`config.mk`:
```
export PLATFORM = sky130hd
export DESIGN_NAME = wdevd_ctrl
export DESIGN_NICKNAME = d
export VERILOG_FILES = /design/src/design/wdevd_pkg.sv /design/src/design/wdevd_ctrl.sv
export SDC_FILE = /design/constraint.sdc
export NUM_CORES = 1
export LEC_CHECK = 0
export BUFFER_PORTS_ARGS = -buffer_cell sky130_fd_sc_hd__buf_4
export CORE_AREA = 8 8 45 47
export CTS_CLUSTER_DIAMETER = 200
export CTS_CLUSTER_SIZE = 24
export DETAILED_ROUTE_END_ITERATION = 10
export DIE_AREA = 0 0 53 55
export SYNTH_ARGS = -nofsm -noshare
export SYNTH_HDL_FRONTEND = slang
export SYNTH_SLANG_ARGS = --single-unit
```
`constraint.sdc`:
```
create_clock -name i_clk -period 0.95 [get_ports i_clk]
set_input_delay 0.095 -clock i_clk [delete_from_list [all_inputs] [get_ports i_clk]]
set_output_delay 0.095 -clock i_clk [all_outputs]
set_load 0.05 [all_outputs]
```
`src/design/wdevd_pkg.sv`:
```
// ============================================================================
// wdevd_pkg: shared types and constants of the dual-energy voice detector
// Register codes, configuration struct, controller states and the
// command/status bundles between controller and datapath.
// ============================================================================
`default_nettype none

package wdevd_pkg;

    localparam int MAX_CONTEXT_DEF = 15;
    localparam int ENERGY_BITS_DEF = 16;

    // configuration port
    localparam int CFG_IDX_W  = 3;
    localparam int CFG_DATA_W = 17;

    // register field widths
    localparam int CTX_W   = 4;
    localparam int THR_W   = 16;
    localparam int SCALE_W = 16;
    localparam int PROP_W  = 17;

    // fixed-point fraction bits
    localparam int SCALE_FRAC = 12;
    localparam int PROP_FRAC  = 16;

    localparam int OUT_DATA_W = 8;

    localparam logic [CFG_IDX_W-1:0] CFG_CONTEXT      = 3'd0;
    localparam logic [CFG_IDX_W-1:0] CFG_LOG_RATIO    = 3'd1;
    localparam logic [CFG_IDX_W-1:0] CFG_ENERGY_SCALE = 3'd2;
    localparam logic [CFG_IDX_W-1:0] CFG_STRONG_PROP  = 3'd3;
    localparam logic [CFG_IDX_W-1:0] CFG_WEAK_PROP    = 3'd4;

    localparam logic [SCALE_W-1:0] ENERGY_SCALE_RST = 16'd4096;
    localparam logic [PROP_W-1:0]  PROP_RST         = 17'd32768;

    typedef struct packed {
        logic [CTX_W-1:0]          ctx_frames;
        logic signed [THR_W-1:0]   log_ratio;
        logic [SCALE_W-1:0]        energy_scale;
        logic [PROP_W-1:0]         strong_prop;
        logic [PROP_W-1:0]         weak_prop;
    } t_cfg;

    typedef enum logic [2:0] {
        ST_IDLE,
        ST_CHECK,
        ST_MIN,
        ST_MIN_DRAIN,
        ST_PROD,
        ST_CNT,
        ST_CNT_DRAIN,
        ST_DECIDE
    } t_state;

    typedef struct packed {
        logic admit;      // take the input beat into the window
        logic start_dec;  // set up bounds for the next decided frame
        logic rd_min;     // read one window entry, minimum pass
        logic rd_cnt;     // read one window entry, counting pass
        logic load_prod;  // register threshold products, rewind pointer
        logic decide;     // load the output register
        logic finish;     // close the step
    } t_dp_cmd;

    typedef struct packed {
        logic more;       // another frame is due for a decision
        logic ptr_last;   // pointer sits on the window's last frame
        logic out_free;   // output register can take a beat
    } t_dp_status;

endpackage

`default_nettype wire

```
`src/design/wdevd_ctrl.sv`:
```
// ============================================================================
// wdevd_ctrl: sequencer of the voice detector
// Walks each frame through admission, the minimum pass, the counting pass
// and the output load, once per due decision.
// ============================================================================
`default_nettype none

module wdevd_ctrl (
    input  wire logic                  i_clk,
    input  wire logic                  i_rst_n,
    input  wire logic                  i_s_tvalid,
    input  wire wdevd_pkg::t_dp_status i_sts,
    output wdevd_pkg::t_dp_cmd         o_cmd,
    output logic                       o_s_tready
);

    wdevd_pkg::t_state r_state;
    wdevd_pkg::t_state n_state;

    always_ff @(posedge i_clk) begin
        if (!i_rst_n) begin
            r_state <= wdevd_pkg::ST_IDLE;
        end else begin
            r_state <= n_state;
        end
    end

    always_comb begin
        n_state = r_state;
        unique case (r_state)
            wdevd_pkg::ST_IDLE: begin
                if (i_s_tvalid) n_state = wdevd_pkg::ST_CHECK;
            end
            wdevd_pkg::ST_CHECK: begin
                n_state = i_sts.more ? wdevd_pkg::ST_MIN : wdevd_pkg::ST_IDLE;
            end
            wdevd_pkg::ST_MIN: begin
                if (i_sts.ptr_last) n_state = wdevd_pkg::ST_MIN_DRAIN;
            end
            wdevd_pkg::ST_MIN_DRAIN: begin
                n_state = wdevd_pkg::ST_PROD;
            end
            wdevd_pkg::ST_PROD: begin
                n_state = wdevd_pkg::ST_CNT;
            end
            wdevd_pkg::ST_CNT: begin
                if (i_sts.ptr_last) n_state = wdevd_pkg::ST_CNT_DRAIN;
            end
            wdevd_pkg::ST_CNT_DRAIN: begin
                n_state = wdevd_pkg::ST_DECIDE;
            end
            wdevd_pkg::ST_DECIDE: begin
                if (i_sts.out_free) n_state = wdevd_pkg::ST_CHECK;
            end
            default: begin
                n_state = wdevd_pkg::ST_IDLE;
            end
        endcase
    end

    always_comb begin
        o_cmd      = '0;
        o_s_tready = 1'b0;
        unique case (r_state)
            wdevd_pkg::ST_IDLE: begin
                o_s_tready  = 1'b1;
                o_cmd.admit = i_s_tvalid;
            end
            wdevd_pkg::ST_CHECK: begin
                o_cmd.start_dec = i_sts.more;
                o_cmd.finish    = !i_sts.more;
            end
            wdevd_pkg::ST_MIN: begin
                o_cmd.rd_min = 1'b1;
            end
            wdevd_pkg::ST_PROD: begin
                o_cmd.load_prod = 1'b1;
            end
            wdevd_pkg::ST_CNT: begin
                o_cmd.rd_cnt = 1'b1;
            end
            wdevd_pkg::ST_DECIDE: begin
                o_cmd.decide = i_sts.out_free;
            end
            default: begin
                o_cmd = '0;
            end
        endcase
    end

endmodule

`default_nettype wire

```
After elaboration in Yosys (flattened, before gate mapping):

Index checks and enable logic that the tools add are counted.

* register bits after elaboration: 3
* logic and storage cells: 29

* equal/unequal tests: 11
* mux-type cells: 14
* reduce and logical (&&, ||, !) cells: 3

Operators by type and width (count)
* 3-bit one-hot mux with 8 select lines: 1
* 3-bit == test, second input constant: 4
* 3-bit two-way mux: 4
* 1-bit two-way mux: 8
* 2-bit inequality test, second input constant: 4
* 3-bit by 2-bit == test with 1-bit output, second input constant: 2
* 4-bit AND reduction: 1
* 3-bit by 1-bit == test with 1-bit output, second input constant: 1
* 3-bit logical NOT: 1
* 2-bit two-way mux: 1
* 1-bit logical NOT: 1

Logic depth before layout (Yosys ltp):

* depth after elaboration: 3
* gate-level depth with buffers: 4
* gate-level depth less buffers: 3

Worst setup path before layout:

No wires, ideal clock.

* kind: register to output
* start point: register r_state[2]
* end point: output port o_cmd[6] (netlist bit)
* arrival time: 2.142 ns
* data required time: 0.855 ns
* slack: -1.287 ns
* cell stages (with the launch flop): 4
* path buffers: 1
* cells stage by stage: dfxtp_1 > buf_6 > nor3_1 > and2_1

RTL lines
* start, declared: line wdevd_ctrl.sv:17 `wdevd_pkg::t_state r_state;`
* start signal, assigned: line wdevd_ctrl.sv:22 `r_state <= wdevd_pkg::ST_IDLE;`
* start signal, assigned: line wdevd_ctrl.sv:24 `r_state <= n_state;`
* end, declared: line wdevd_ctrl.sv:13 `output wdevd_pkg::t_dp_cmd o_cmd,`

==> flow_metrics.env <==
export IMPL_fin_crit_sh_pct=132
export IMPL_cts_tree="built"
export IMPL_status="complete, but fails checks"
export IMPL_worst_slew_pin_slew_ns=0.198
export IMPL_pwr_share_seq_pct=23.0
export IMPL_hp_class="in2reg"
export IMPL_use_met2_pct=8.20
export IMPL_final_core_util_pct=42.0
export IMPL_insertedDiodeCount=0
export IMPL_insertion_delay_ns=0.23
export IMPL_cts_root_buf="clkbuf_4"
export IMPL_rows=14
export IMPL_antenna_found_initial=0
export IMPL_finalClockSkew_ns=0.00148
export IMPL_synthToLayoutAreaGrowth_pct=147
export IMPL_netlist_instances=27
export IMPL_dr_first_iter_drc_count=0
export IMPL_dieArea_um2=2920
export IMPL_largest_register_ffs=3
export IMPL_hpwlAfterDp_um=541
export IMPL_cp_max_fo=5
export IMPL_htree_levels=1
export IMPL_power_mw=0.635
export IMPL_grt_first_pass_wirelength_mm=1.04
export IMPL_wl_per_cell_um=11.0
export IMPL_hold_viol=0
export IMPL_holdWs_ns=0.104
export IMPL_synth_top_flop_cell="dfxtp_1"
export IMPL_sw_frac_of_total_pct=32.1
export IMPL_rsz0062_at_grt="true"
export IMPL_ir_worst_vdd_mv=0.456
export IMPL_timing_final_crit_period_ns=1.26
export IMPL_num_io_pins=14
export IMPL_drc=0
export IMPL_p_per_area_nw_per_um2=1090
export IMPL_cp_end_kind="primary output"
export IMPL_setup_viol=11
export IMPL_yosysWarnings=0
export IMPL_dr_pass1_iters=1
export IMPL_grt_busiest_layer="met2"
export IMPL_cts_path_max_buffers=2
export IMPL_regMostFlops="r_state"
export IMPL_crit_type="reg2out"
export IMPL_cts_made_buffers=3
export IMPL_fmax_mhz=795
export IMPL_grt_usage_pct=5.02
export IMPL_ys_seq_area_share_pct=25.5
export IMPL_synthArstFlopShare_pct=0
export IMPL_p_int_mw=0.431
export IMPL_place_inst=57
export IMPL_final_cells=69
export IMPL_crit_path_start_kind="flip-flop"
export IMPL_nets=60
export IMPL_slew_headroom_pct=86.8
export IMPL_start_util_pct=17.0
export IMPL_avgViaCountPerCell=4.23
export IMPL_grt_pass1_vias=254
export IMPL_fp_coreArea_um2=1380
export IMPL_largestRegisters="r_state: 3 flops"
export IMPL_post_dp_cell_area_um2=424
export IMPL_setup_slack_ns=-0.309
export IMPL_clk_pin_slew_ns=0.04
export IMPL_final_cell_area_um2=582
export IMPL_maxCapViolCount=0
export IMPL_pwr_share_clk_pct=34.7
export IMPL_syn_num_nets=33
export IMPL_combPwrFrac_pct=42.3
export IMPL_vias=292
export IMPL_arrival_ns=1.16
export IMPL_place_congestion=0.645
export IMPL_violations="negative setup slack"
export IMPL_gr_usage_met1_pct=4.39
export IMPL_required_ns=0.85
export IMPL_totalWireLength_um=759
export IMPL_drive_gt1_share_pct=81.1
export IMPL_port_buffers=13
export IMPL_p_sw_mw=0.203
export IMPL_die_width_um=53
export IMPL_syn_area_per_cell_um2=8.71
export IMPL_synth_cell_type_count=20
export IMPL_synth_edff_count=0
export IMPL_grt_max_degree=12
export IMPL_place_ws_ns=-0.138
export IMPL_syn_area_um2=235
export IMPL_final_max_slew_viol_count=0
export IMPL_yosys_register_bits=3
export IMPL_gr_usage_met3_pct=2.41
export IMPL_die_y_um=55
export IMPL_p_leak_nw=0.258
export IMPL_fin_setup_tns_ns=-2.64
export IMPL_final_antenna_net_count=0
export IMPL_grt_overflow=0
export IMPL_clock_sinks=3
-- layer usage --
metal	up-vias	wire length (um)
met1	134	276
met2	7	422
met5	-	0
met4	0	0
met3	0	60
li1	151	-
-- critical path: stages (launching register included) --
cell	delay, ns
dfxtp_4	0.36
buf_12	0.13
nor4b_4	0.25
buf_6	0.19
-- layout make-up --
| type | instances | area (um^2) |
|---|---|---|
| timing repair buffer | 25 | 262 |
| fill | 139 | 802 |
| clock buffer | 4 | 26.3 |
| sequential | 3 | 71.3 |
| inverter | 1 | 3.75 |
| tap | 16 | 20.0 |
| multi-input combinational | 20 | 199 |
-- layout by cell type (no fill, tap or decap), types with 2 or more instances in the layout --
cell	netlist	final
buf_12	0	2
buf_8	0	3
a21oi_1	2	2
dfxtp_4	0	3
clkbuf_4	0	3
nor3b_2	0	2
buf_6	2	7
nor3_4	0	2
o21ai_1	1	2
buf_4	1	13
-- what timing repair did --
item / 4_1_cts / 5_1_grt
hold endpoints to repair: 0 / 0
endpoints found under the setup margin: 11 / 11
setup buffers: 1 / 7
resized for setup: 15 / 7
pin swaps: 3 / 2
hold buffers: 0 / 0
-- cells in the mapped netlist (2+ instances only) --
cell	n	area share [%]
buf_6	2	9.6
nand2_1	2	3.2
nor3b_1	2	6.4
dfxtp_1	3	26
a21oi_1	2	4.3
o21ai_0	2	4.3
-- logic make-up after synthesis --
family,synth area share (%)
buffers and inverters,14.4
AOI/OAI and AO/OA,14.4
muxes,4.79
DFF,25.5
and+or+nand+nor,41.0
-- power groups by stage --
stage	sequential, mW	clock [mW]	combinational [mW]
4_1_cts	0.155	0.234	0.215
6_report	0.146	0.220	0.269
2_1_floorplan	0.141	0	0.150
3_5_place_dp	0.162	0	0.190
5_1_grt	0.147	0.252	0.282
3_3_place_gp	0.161	0	0.188
-- path summary, 6_finish.rpt --
path	slack [ns]	cells after the start	to	startpoint
max	-0.31	3	o_cmd[0]	r_state[1]
min	0.10	2	r_state[1]	i_rst_n
max reg2reg	-0.23	5	r_state[0]	r_state[1]
min reg2reg	0.66	2	r_state[1]	r_state[0]
No activity file was read; power rests on OpenSTA's default activity.
