$ cat src/design/wdevd_pkg.sv
// ============================================================================
// wdevd_pkg: shared types and constants of the dual-energy voice detector
// Register codes, configuration struct, controller states and the
// command/status bundles between controller and datapath.
// ============================================================================
`default_nettype none

package wdevd_pkg;

    localparam int MAX_CONTEXT_DEF = 15;
    localparam int ENERGY_BITS_DEF = 16;

    // configuration port
    localparam int CFG_IDX_W  = 3;
    localparam int CFG_DATA_W = 17;

    // register field widths
    localparam int CTX_W   = 4;
    localparam int THR_W   = 16;
    localparam int SCALE_W = 16;
    localparam int PROP_W  = 17;

    // fixed-point fraction bits
    localparam int SCALE_FRAC = 12;
    localparam int PROP_FRAC  = 16;

    localparam int OUT_DATA_W = 8;

    localparam logic [CFG_IDX_W-1:0] CFG_CONTEXT      = 3'd0;
    localparam logic [CFG_IDX_W-1:0] CFG_LOG_RATIO    = 3'd1;
    localparam logic [CFG_IDX_W-1:0] CFG_ENERGY_SCALE = 3'd2;
    localparam logic [CFG_IDX_W-1:0] CFG_STRONG_PROP  = 3'd3;
    localparam logic [CFG_IDX_W-1:0] CFG_WEAK_PROP    = 3'd4;

    localparam logic [SCALE_W-1:0] ENERGY_SCALE_RST = 16'd4096;
    localparam logic [PROP_W-1:0]  PROP_RST         = 17'd32768;

    typedef struct packed {
        logic [CTX_W-1:0]          ctx_frames;
        logic signed [THR_W-1:0]   log_ratio;
        logic [SCALE_W-1:0]        energy_scale;
        logic [PROP_W-1:0]         strong_prop;
        logic [PROP_W-1:0]         weak_prop;
    } t_cfg;

    typedef enum logic [2:0] {
        ST_IDLE,
        ST_CHECK,
        ST_MIN,
        ST_MIN_DRAIN,
        ST_PROD,
        ST_CNT,
        ST_CNT_DRAIN,
        ST_DECIDE
    } t_state;

    typedef struct packed {
        logic admit;      // take the input beat into the window
        logic start_dec;  // set up bounds for the next decided frame
        logic rd_min;     // read one window entry, minimum pass
        logic rd_cnt;     // read one window entry, counting pass
        logic load_prod;  // register threshold products, rewind pointer
        logic decide;     // load the output register
        logic finish;     // close the step
    } t_dp_cmd;

    typedef struct packed {
        logic more;       // another frame is due for a decision
        logic ptr_last;   // pointer sits on the window's last frame
        logic out_free;   // output register can take a beat
    } t_dp_status;

endpackage

`default_nettype wire

$ cat src/design/wdevd_dp.sv
// ============================================================================
// wdevd_dp: window memory and decision datapath of the voice detector
// Holds the frame ring, the buffer counters, the minimum and counting
// passes over one centred window and the output register.
// ============================================================================
`default_nettype none

module wdevd_dp #(
    parameter int MAX_CONTEXT = wdevd_pkg::MAX_CONTEXT_DEF,
    parameter int ENERGY_BITS = wdevd_pkg::ENERGY_BITS_DEF
) (
    input  wire logic                       i_clk,
    input  wire logic                       i_rst_n,
    input  wire wdevd_pkg::t_cfg            i_cfg,
    input  wire wdevd_pkg::t_dp_cmd         i_cmd,
    output wdevd_pkg::t_dp_status           o_sts,
    input  wire logic [2*ENERGY_BITS-1:0]   i_frame,   // strong, weak
    input  wire logic                       i_eou,
    output logic                            o_out_valid,
    input  wire logic                       i_out_ready,
    output logic                            o_voiced,
    output logic                            o_final
);

    localparam int EB   = ENERGY_BITS;
    localparam int W    = 2 * MAX_CONTEXT + 2;
    localparam int AW   = $clog2(W);
    localparam int FBW  = $clog2(W + 1);
    localparam int SW   = FBW + 1;
    localparam int CAP  = MAX_CONTEXT + 1;
    localparam int CNTW = $clog2(CAP + 1);
    localparam int DENW = $clog2(W);
    localparam int MDW  = EB + 1;
    localparam int DIFW = (EB + 2 > wdevd_pkg::THR_W) ? EB + 2 : wdevd_pkg::THR_W;
    localparam int PW   = EB + wdevd_pkg::SCALE_W + 1;
    localparam int QW   = DENW + wdevd_pkg::PROP_W;

    logic [2*EB-1:0]      r_mem [W];
    logic [2*EB-1:0]      r_rd_data;
    logic                 r_vld_min;
    logic                 r_vld_cnt;

    logic [AW-1:0]        r_ws;
    logic [FBW-1:0]       r_fb;
    logic [FBW-1:0]       r_nd;
    logic [CNTW-1:0]      r_cnt;
    logic                 r_eou;

    logic [FBW-1:0]       r_lo;
    logic [FBW-1:0]       r_hi;
    logic [FBW-1:0]       r_ptr;

    logic signed [EB-1:0] r_min_s;
    logic signed [EB-1:0] r_min_w;
    logic signed [PW-1:0] r_prod_s;
    logic signed [PW-1:0] r_prod_w;
    logic signed [MDW-1:0] r_mdiff;
    logic [DENW-1:0]      r_nstrong;
    logic [DENW-1:0]      r_nweak;

    logic                 r_out_vld;
    logic                 r_voiced;
    logic                 r_final;

    // admission
    logic [FBW-1:0]       c;
    logic [FBW-1:0]       drop;
    logic [FBW-1:0]       fb_a;
    logic [FBW-1:0]       nd_a;
    logic [FBW-1:0]       fb_b;
    logic [FBW-1:0]       nd_b;
    logic [FBW-1:0]       fb_new;
    logic [FBW-1:0]       nd_new;
    logic [AW-1:0]        ws_new;

    // window bounds and addressing
    logic [FBW-1:0]       fb_m1;
    logic [FBW:0]         hi_sum;
    logic [FBW-1:0]       lo_n;
    logic [FBW-1:0]       hi_n;
    logic [FBW-1:0]       fb_mod;
    logic [SW-1:0]        base;
    logic [SW-1:0]        slot;
    logic [AW-1:0]        rd_addr;

    // per-entry tests
    logic signed [EB-1:0]   rd_s;
    logic signed [EB-1:0]   rd_w;
    logic signed [MDW-1:0]  sw_diff;
    logic signed [DIFW-1:0] ratio;
    logic                   is_strong;
    logic                   is_weak;

    // decision
    logic [DENW-1:0]      den;
    logic [QW-1:0]        strong_lhs;
    logic [QW-1:0]        weak_lhs;
    logic                 voiced_n;
    logic                 final_n;

    always_comb begin
        if (32'(i_cfg.ctx_frames) > MAX_CONTEXT) begin
            c = FBW'(MAX_CONTEXT);
        end else begin
            c = FBW'(i_cfg.ctx_frames);
        end

        // drop frames that fell out of the window after a context change
        drop = '0;
        if (r_nd > c) begin
            drop = r_nd - c;
            if (drop > r_fb) drop = r_fb;
        end
        fb_a = r_fb - drop;
        nd_a = r_nd - drop;

        fb_b = fb_a;
        nd_b = nd_a;
        if (fb_a >= FBW'(W)) begin
            fb_b = FBW'(W - 1);
            if (nd_a != '0) nd_b = nd_a - FBW'(1);
        end
        nd_new = (nd_b > fb_b) ? fb_b : nd_b;
        fb_new = fb_b + FBW'(1);
        ws_new = (r_ws == AW'(W - 1)) ? '0 : r_ws + AW'(1);
    end

    always_comb begin
        fb_m1  = r_fb - FBW'(1);
        hi_sum = {1'b0, r_nd} + {1'b0, c};
        lo_n   = (r_nd > c) ? r_nd - c : '0;
        hi_n   = (hi_sum < {1'b0, fb_m1}) ? FBW'(hi_sum) : fb_m1;

        // oldest held frame sits frames_buffered slots behind the write slot
        fb_mod = (r_fb == FBW'(W)) ? '0 : r_fb;
        base   = SW'(r_ws) + SW'(W) - SW'(fb_mod);
        if (base >= SW'(W)) base = base - SW'(W);
        slot   = base + SW'(r_ptr);
        if (slot >= SW'(W)) slot = slot - SW'(W);
        rd_addr = AW'(slot);

        o_sts.more = (r_nd < r_fb) && (r_cnt < CNTW'(CAP)) &&
                     (r_eou || ((fb_m1 - r_nd) >= c));
        o_sts.ptr_last = (r_ptr == r_hi);
        o_sts.out_free = !r_out_vld || i_out_ready;
    end

    always_comb begin
        rd_s      = $signed(r_rd_data[EB-1:0]);
        rd_w      = $signed(r_rd_data[2*EB-1:EB]);
        // (s - ms) - (w - mw) regrouped as (s - w) - (ms - mw)
        sw_diff   = MDW'(rd_s) - MDW'(rd_w);
        ratio     = DIFW'(sw_diff) - DIFW'(r_mdiff);
        is_strong = (ratio > DIFW'($signed(i_cfg.log_ratio))) &&
                    ((PW'(rd_s) <<< wdevd_pkg::SCALE_FRAC) > r_prod_s);
        is_weak   = !is_strong &&
                    ((PW'(rd_w) <<< wdevd_pkg::SCALE_FRAC) > r_prod_w);
    end

    always_comb begin
        den        = DENW'(r_hi - r_lo + FBW'(1));
        strong_lhs = QW'({r_nstrong, {wdevd_pkg::PROP_FRAC{1'b0}}});
        weak_lhs   = QW'({r_nweak, {wdevd_pkg::PROP_FRAC{1'b0}}});
        voiced_n   = (strong_lhs >= QW'(den) * QW'(i_cfg.strong_prop)) &&
                     (weak_lhs < QW'(den) * QW'(i_cfg.weak_prop));
        final_n    = r_eou && (r_nd == fb_m1);
    end

    // window memory: one write port, one registered read port
    always_ff @(posedge i_clk) begin
        if (i_cmd.admit) begin
            r_mem[r_ws] <= i_frame;
        end
        if (i_cmd.rd_min || i_cmd.rd_cnt) begin
            r_rd_data <= r_mem[rd_addr];
        end
    end

    always_ff @(posedge i_clk) begin
        if (!i_rst_n) begin
            r_ws      <= '0;
            r_fb      <= '0;
            r_nd      <= '0;
            r_cnt     <= '0;
            r_eou     <= 1'b0;
            r_vld_min <= 1'b0;
            r_vld_cnt <= 1'b0;
            r_out_vld <= 1'b0;
        end else begin
            r_vld_min <= i_cmd.rd_min;
            r_vld_cnt <= i_cmd.rd_cnt;
            if (i_cmd.admit) begin
                r_ws  <= ws_new;
                r_fb  <= fb_new;
                r_nd  <= nd_new;
                r_cnt <= '0;
                r_eou <= i_eou;
            end
            if (i_cmd.decide) begin
                r_nd  <= r_nd + FBW'(1);
                r_cnt <= r_cnt + CNTW'(1);
            end
            if (i_cmd.finish) begin
                r_cnt <= '0;
                if (r_eou) begin
                    r_fb <= '0;
                    r_nd <= '0;
                end
            end
            if (i_cmd.decide) begin
                r_out_vld <= 1'b1;
            end else if (i_out_ready) begin
                r_out_vld <= 1'b0;
            end
        end
    end

    always_ff @(posedge i_clk) begin
        if (i_cmd.start_dec) begin
            r_lo    <= lo_n;
            r_hi    <= hi_n;
            r_ptr   <= lo_n;
            r_min_s <= $signed({1'b0, {(EB-1){1'b1}}});
            r_min_w <= $signed({1'b0, {(EB-1){1'b1}}});
        end
        if (i_cmd.rd_min || i_cmd.rd_cnt) begin
            r_ptr <= r_ptr + FBW'(1);
        end
        if (r_vld_min) begin
            if (rd_s < r_min_s) r_min_s <= rd_s;
            if (rd_w < r_min_w) r_min_w <= rd_w;
        end
        if (i_cmd.load_prod) begin
            r_prod_s  <= PW'($signed({1'b0, i_cfg.energy_scale})) * PW'(r_min_s);
            r_prod_w  <= PW'($signed({1'b0, i_cfg.energy_scale})) * PW'(r_min_w);
            r_mdiff   <= MDW'(r_min_s) - MDW'(r_min_w);
            r_ptr     <= r_lo;
            r_nstrong <= '0;
            r_nweak   <= '0;
        end
        if (r_vld_cnt) begin
            if (is_strong) begin
                r_nstrong <= r_nstrong + DENW'(1);
            end else if (is_weak) begin
                r_nweak <= r_nweak + DENW'(1);
            end
        end
        if (i_cmd.decide) begin
            r_voiced <= voiced_n;
            r_final  <= final_n;
        end
    end

    assign o_out_valid = r_out_vld;
    assign o_voiced    = r_voiced;
    assign o_final     = r_final;

    a_nd_within_fb: assert property (@(posedge i_clk) disable iff (!i_rst_n)
        r_nd <= r_fb)
        else $error("decided offset ran past the buffered frames");

    a_fb_range: assert property (@(posedge i_clk) disable iff (!i_rst_n)
        r_fb <= FBW'(W))
        else $error("frame count exceeds the window memory");

    a_window_holds_frame: assert property (@(posedge i_clk) disable iff (!i_rst_n)
        i_cmd.start_dec |=> (r_lo <= r_nd) && (r_nd <= r_hi) && (r_hi < r_fb))
        else $error("window bounds miss the decided frame");

    a_one_pass: assert property (@(posedge i_clk) disable iff (!i_rst_n)
        !(r_vld_min && r_vld_cnt))
        else $error("minimum and counting reads overlap");

    a_result_cap: assert property (@(posedge i_clk) disable iff (!i_rst_n)
        r_cnt <= CNTW'(CAP))
        else $error("too many decisions in one step");

endmodule

`default_nettype wire
$ cat config.mk
export PLATFORM = sky130hd
export DESIGN_NAME = wdevd_dp
export DESIGN_NICKNAME = d
export VERILOG_FILES = /design/src/design/wdevd_pkg.sv /design/src/design/wdevd_dp.sv
export SDC_FILE = /design/constraint.sdc
export NUM_CORES = 2
export LEC_CHECK = 0
export ABC_AREA = 1
export BUFFER_PORTS_ARGS = -buffer_cell sky130_fd_sc_hd__buf_2
export CAP_MARGIN = 20
export CORE_ASPECT_RATIO = 2
export CORE_MARGIN = 2
export CORE_UTILIZATION = 30
export CTS_CLUSTER_SIZE = 12
export DETAILED_ROUTE_END_ITERATION = 16
export PLACE_DENSITY = 0.43
export SLEW_MARGIN = 20
export SYNTH_ARGS = -nofsm -noshare
export SYNTH_HDL_FRONTEND = slang
export SYNTH_SLANG_ARGS = --single-unit
$ cat constraint.sdc
create_clock -name i_clk -period 6.28 [get_ports i_clk]
set_clock_uncertainty 0.2 [all_clocks]
set_input_delay 0.628 -clock i_clk [delete_from_list [all_inputs] [get_ports i_clk]]
set_output_delay 0.628 -clock i_clk [all_outputs]
set_load 0.02 [all_outputs]
# Yosys cells after proc, flatten, opt, wreduce, memory -nomap -nowiden
# Memories as Yosys holds them, arrays and structs flattened. A register that Yosys moved wholly into a read port is not among the register bits.
# Cells that the tools add are included.
word_totals:
  n_memories: 1
  register_bits: 171
  mem_bits_rw: 1024
op_classes:
  n_reduce_logical: 16
  mul: 4
  bitwise: 1
  n_lt_le_gt_ge: 17
  eq_ne: 4
  addsub: 24
  muxes: 41
memory_table:
  columns: ["name", "words", "width", "rd", "rd_clocked_by_memory_dff", "write_ports", "line_no", "rtl"]
  rows:
  - ["r_mem", 32, 32, 1, 1, 1, "wdevd_dp.sv:38", "logic [2*EB-1:0] r_mem [W];"]
ops:
  columns: ["cell", "count"]
  rows:
  - ["6-bit two-way mux", 19]
  - ["16-bit two-way mux", 6]
  - ["28-bit by 33-bit greater-than comparator with 1-bit output", 2]
  - ["17-bit by 16-bit multiplier with 33-bit output", 2]
  - ["5-bit two-way mux", 11]
  - ["5-bit by 17-bit multiplier with 22-bit output", 2]
  - ["16-bit by 16-bit subtractor with 17-bit output", 2]
  - ["16-bit < comparator", 2]
  - ["5-bit by 1-bit adder with 5-bit output, second input constant", 5]
  - ["21-bit by 22-bit >= comparator with 1-bit output", 1]
  - ["21-bit by 22-bit < comparator with 1-bit output", 1]
  - ["6-bit by 1-bit adder with 6-bit output, second input constant", 3]
  - ["18-bit by 16-bit greater-than comparator with 1-bit output", 1]
  - ["17-bit by 17-bit subtractor with 18-bit output", 1]
  - ["6-bit subtractor", 3]
  - ["7-bit by 6-bit >= comparator with 1-bit output, second input constant", 2]
  - ["6-bit equality test", 2]
  - ["6-bit greater-than comparator", 2]
  - ["6-bit by 1-bit subtractor with 6-bit output, second input constant", 2]
  - ["5-bit by 6-bit adder with 7-bit output, second input constant", 1]
  - ["6-bit by 4-bit adder with 7-bit output", 1]
  - ["7-bit by 6-bit adder with 7-bit output", 1]
  - ["7-bit by 6-bit < comparator with 1-bit output", 1]
  - ["7-bit two-way mux", 1]
  - ["21 further kinds", 33]

# Depth between registers and ports, before layout
logic_depth:
  word_depth: 14
  ltp_mapped: 43

# Worst setup path after synthesis
# OpenSTA, ideal clock, no wires.
synth_timing:
  kind: "register to register"
  from: "register r_hi[2]"
  to: "register r_voiced, in the netlist o_voiced, data pin"
  path_stages_with_launch: 34
  setup_ns: 0.251
  path_slack_ns: 0.159
  required_time_ns: 5.829
  n_path_buf: 1
  t_arrival_ns: 5.671
  cell_sequence: "edfxtp_1 ha_1 ha_1 a21o_1 a21oi_1 inv_1 or2_2 nand2_1 inv_1 clkbuf_1 nand2_1 fa_1 fa_1 fa_1 inv_1 ha_1 nand3_1 nand2_1 inv_1 o21ai_0 nand3_1 nand2_1 nand2_1 nand2_1 a21oi_1 xor2_1 ha_1 a21oi_1 nand3b_1 nand2_1 nor2_1 nand2_1 inv_1 nor2_1"
synth_via:
  elab_chain_len: 5
  word_cells_on_any_way: 7
synth_rtl:
  columns: ["element", "line_no", "rtl"]
  rows:
  - ["from (decl)", "wdevd_dp.sv:50", "logic [FBW-1:0] r_hi;"]
  - ["from (signal assigned)", "wdevd_dp.sv:221", "r_hi <= hi_n;"]
  - ["5-bit subtractor *", "wdevd_dp.sv:161", "den = DENW'(r_hi - r_lo + FBW'(1));"]
  - ["5-bit by 1-bit adder with 5-bit output *", "wdevd_dp.sv:161", null]
  - ["5-bit by 17-bit multiplier with 22-bit output, on equally long branches", "wdevd_dp.sv:164, wdevd_dp.sv:165", null]
  - ["21-bit by 22-bit >= comparator with 1-bit output / 21-bit by 22-bit < comparator with 1-bit output (equally long branches)", "wdevd_dp.sv:164, wdevd_dp.sv:165", null]
  - ["1-bit logical AND *", "wdevd_dp.sv:164", "voiced_n = (strong_lhs >= QW'(den) * QW'(i_cfg.strong_prop)) &&"]
  - ["net voiced_n", "wdevd_dp.sv:98", "logic voiced_n;"]
  - ["to (signal assigned)", "wdevd_dp.sv:249", "r_voiced <= voiced_n;"]
  - ["to (decl)", "wdevd_dp.sv:62", "logic r_voiced;"]
# The timed path passes the listed nets; every way through them passes the cells marked *.
# A chain may end at the register's enable or synchronous reset.

# Worst setup path in the final report
# Ends and elaborated chain as after synthesis.

==> run_results.csv <==
group,metric,value,unit
clocking,clock_latency,0.79,ns
setup_path,cp.required,6.58,ns
sta,setup_viol,0,
final_layout,nFillCells,26470,
routing,vias,58120,
setup_path,worst_ep_arrival_time,6.44,ns
global_route,grt_max_degree,116,
die,coreArea,259900,µm²
sta,fin_crit,6.141,ns
sta,slew_viol_final,0,
global_route,grt_use_total,20.30,%
final_layout,seqCellArea,36190,µm²
synth,syn_avg_cell_area,9.961,µm²
synth,synth_edf_count,1159,
synth,netlist_area,78190,µm²
sta,min_period_over_period,97.79,%
synth,synth-async-reset-ratio,0,%
sta,worst_slew_pin_slew,1.111,ns
clocking,cts_tree,"done",
sta,fmax,162.8,MHz
clocking,clk_pin_slew,0.07,ns
global_route,grt_pass1_vias,60900,
place,dp_slack,-0.3702,ns
run_status,outcome,"finished clean",
setup_path,path_class,"flop to flop",
final_layout,drive_gt1_share,13.11,%
routing,dr.first_iter.drc_count,3193,
global_route,overflow,0,
sta,setup_slack,0.1387,ns
worst_hold_path,hold_depth,4,
setup_path,timing.critical_path.buf_inv,5,
worst_hold_path,hold_class,"input pin to flop",
final_layout,nets,9495,
setup_path,rrSetupSlack,0.14,ns
die,fp.dieH,726.0,µm
sta,hold_viol_final,0,
worst_hold_path,min-delay-start,"i_cmd[0]",
flow_run,maxCapViolCount,0,
setup_path,critPathSlowestCell,"fa_1",
routing,drt_first_pass_iters,5,
global_route,antenna_found_initial,32,
synth,yosys_most_used_dff,"edfxtp_1",
synth,synth-seq-cells,1227,
routing,via_per_inst,4.892,
clocking,cts-root-buf,"clkbuf_16",
setup_path,cp_slowest_stage_delay,0.54,ns
final_layout,syn2layout_area_growth,17.04,%
routing,routed_wirelength,270.8,mm
synth,yosysTopAreaCell,"edfxtp_1",
synth,synth_top_area_share,44.51,%
synth,yosysUniqueCellTypes,58,
die,die_w,365,µm
sta,grt_setup_unrepaired,"yes",
clocking,htree_levels,3,
die,row_count,265,
die,io_pins,119,
die,die_area,265000,µm²
place,routabilityCongestion,0.8770,
worst_hold_path,min_to,"r_cnt[1]",
clocking,numCtsBuffers,120,
global_route,grt_pass1_wl,396.5,mm
setup_path,r2r_cells,27,
setup_path,setup.worst_path.start_class,"flop",
synth,ys_top_cells_by_area,"edfxtp_1, fa_1, ha_1",
die,start_util,30.08,%
final_layout,multi_input_area,36750,µm²
synth,syn-num-nets,8984,
sta,fin_tns_setup,0,ns
clocking,clkSinkCount,1227,
synth,yosys_warnings,0,
clocking,clock_tree.buffer_depth,3,
place,portBuffers,118,
setup_path,cp-end-kind,"flop",
setup_path,r2r_start,"r_hi[2]",
sta,max_slew_margin,25.91,%
synth,seq_area_frac_synth,46.25,%
place,hpwl,194.1,mm
sta,whs,0.09083,ns
routing,ant_nets,0,
setup_path,r2r_end,"o_voiced",
setup_path,cpMostUsedCell,"fa_1",
routing,drc,0,
final_layout,utilization,35.21,%
synth,synth_cells,7850,
setup_path,cp_max_fo,10,
setup_path,crit_family,"adder cells",
routing,post_drt_wl_per_cell,22.80,µm
==> worst reg2reg max path: cells and delay by family, from the launching register on <==
kind / cells / cell delay [ns]
AO/OA/AOI/OAI: 5 / 0.91
adder cells (fa/ha/maj): 7 / 2.68
XOR/XNOR: 1 / 0.18
flip-flops: 1 / 0.44
buffers and inverters: 5 / 0.64
AND/OR/NAND/NOR: 9 / 0.88
==> synth_stat cells, types with 68 or more instances <==
master and n:
a21oi_1 370, dfxtp_1 68, edfxtp_1 1159, nand2_1 1169, fa_1 504, ha_1 517
nor2_1 945, a31oi_1 71, clkbuf_1 269, o21ai_0 700, xor2_1 103, o221ai_1 131
nand3_1 129, inv_1 1208
==> final cells by class <==
class                   count  share of cell area (%)
well taps                3471                   4.746
multi-input cells        5037                   40.15
repair buffers            762                   6.742
diodes                      4                 0.01094
flip-flops and latches   1227                   39.54
inverters                1213                   5.019
clock inverters            30                  0.4088
clock buffers             135                   3.377
==> flip-flops by register name (all words and copies together) (netlist names), 6 cells and up <==
register,count
r_ptr,6
r_nd,6
r_mdiff,17
r_lo,6
r_prod_w,33
r_fb,6
r_min_w,16
r_mem,1024
r_rd_data,32
r_prod_s,33
r_min_s,16
r_hi,6
==> placed cells by master, fill, tap and decap left out, types with 19 or more instances in the layout <==
cell type / Yosys / final
dfxtp_1: 68 / 51
xor2_1: 103 / 101
edfxtp_1: 1159 / 1159
fa_1: 504 / 500
a31oi_1: 71 / 71
nor2_1: 945 / 902
clkbuf_16: 0 / 121
ha_4: 0 / 20
nor3_1: 32 / 32
buf_2: 47 / 117
nand2_1: 1169 / 1155
o221ai_1: 131 / 131
a21oi_2: 1 / 27
nor2_4: 0 / 32
o21ai_0: 700 / 691
mux2i_1: 32 / 32
buf_12: 0 / 51
o22ai_1: 65 / 65
nand2_2: 8 / 19
inv_1: 1208 / 1193
ha_1: 517 / 495
nand4_1: 48 / 48
nand3_1: 129 / 122
xnor2_1: 59 / 56
buf_4: 20 / 580
a21oi_1: 370 / 342
==> worst max-delay path by stage <==
stage,slack (ns),depth (start not counted),endpoint,start
after floorplan,0.16,33,o_voiced,r_hi[2]
after global placement,-0.40,32,o_voiced,r_lo[2]
after detailed placement,-0.37,32,o_voiced,r_lo[2]
after CTS,0.0005,28,o_voiced,r_hi[1]
after global routing,-0.20,32,o_voiced,r_hi[2]
final,0.14,27,o_voiced,r_hi[2]
==> kinds of logic (layout without fill, tap and decap cells) <==
family,count (synthesis),after routing,share of synthesized area [%]
buf+inv,1586,2140,7.815
simple gates,2387,2387,12.18
compound gates,1434,1434,10.34
other cells,1,5,0.004796
flops,1227,1227,46.25
xor+xnor,162,162,1.815
fa+ha+maj,1021,1021,21.18
mux,32,32,0.4096
==> metrics by stage <==
| stage | std cells | cell area [µm²] |
|---|---|---|
| floorplan | 7850 | 78190 |
| global placement | 11680 | 87140 |
| detailed placement | 11680 | 87140 |
| CTS | 11860 | 91150 |
| global route | 11880 | 91510 |
| finish | 11880 | 91520 |
==> metal layers <==
layer	up-vias	track usage (%)	share of wire (%)
li1	27040	-	-
met1	29350	21.12	36
met2	1222	40.39	56
met3	500	1.651	2.9
met4	12	9.034	5.0
met5	-	0	0.024
==> repair_timing <==
| item | CTS | global route |
|---|---|---|
| pin swaps | 32 | 61 |
| gates resized for setup | 63 | 86 |
| hold buffers | 6 | 0 |
| buffers inserted | 11 | 10 |
| endpoints found under the hold margin | 4 | 0 |
| gates cloned | 3 | 0 |
| setup endpoints to repair | 1 | 34 |
Power is not shown: default switching activity piles up to over one toggle a cycle in this logic, so the estimate is an artifact.
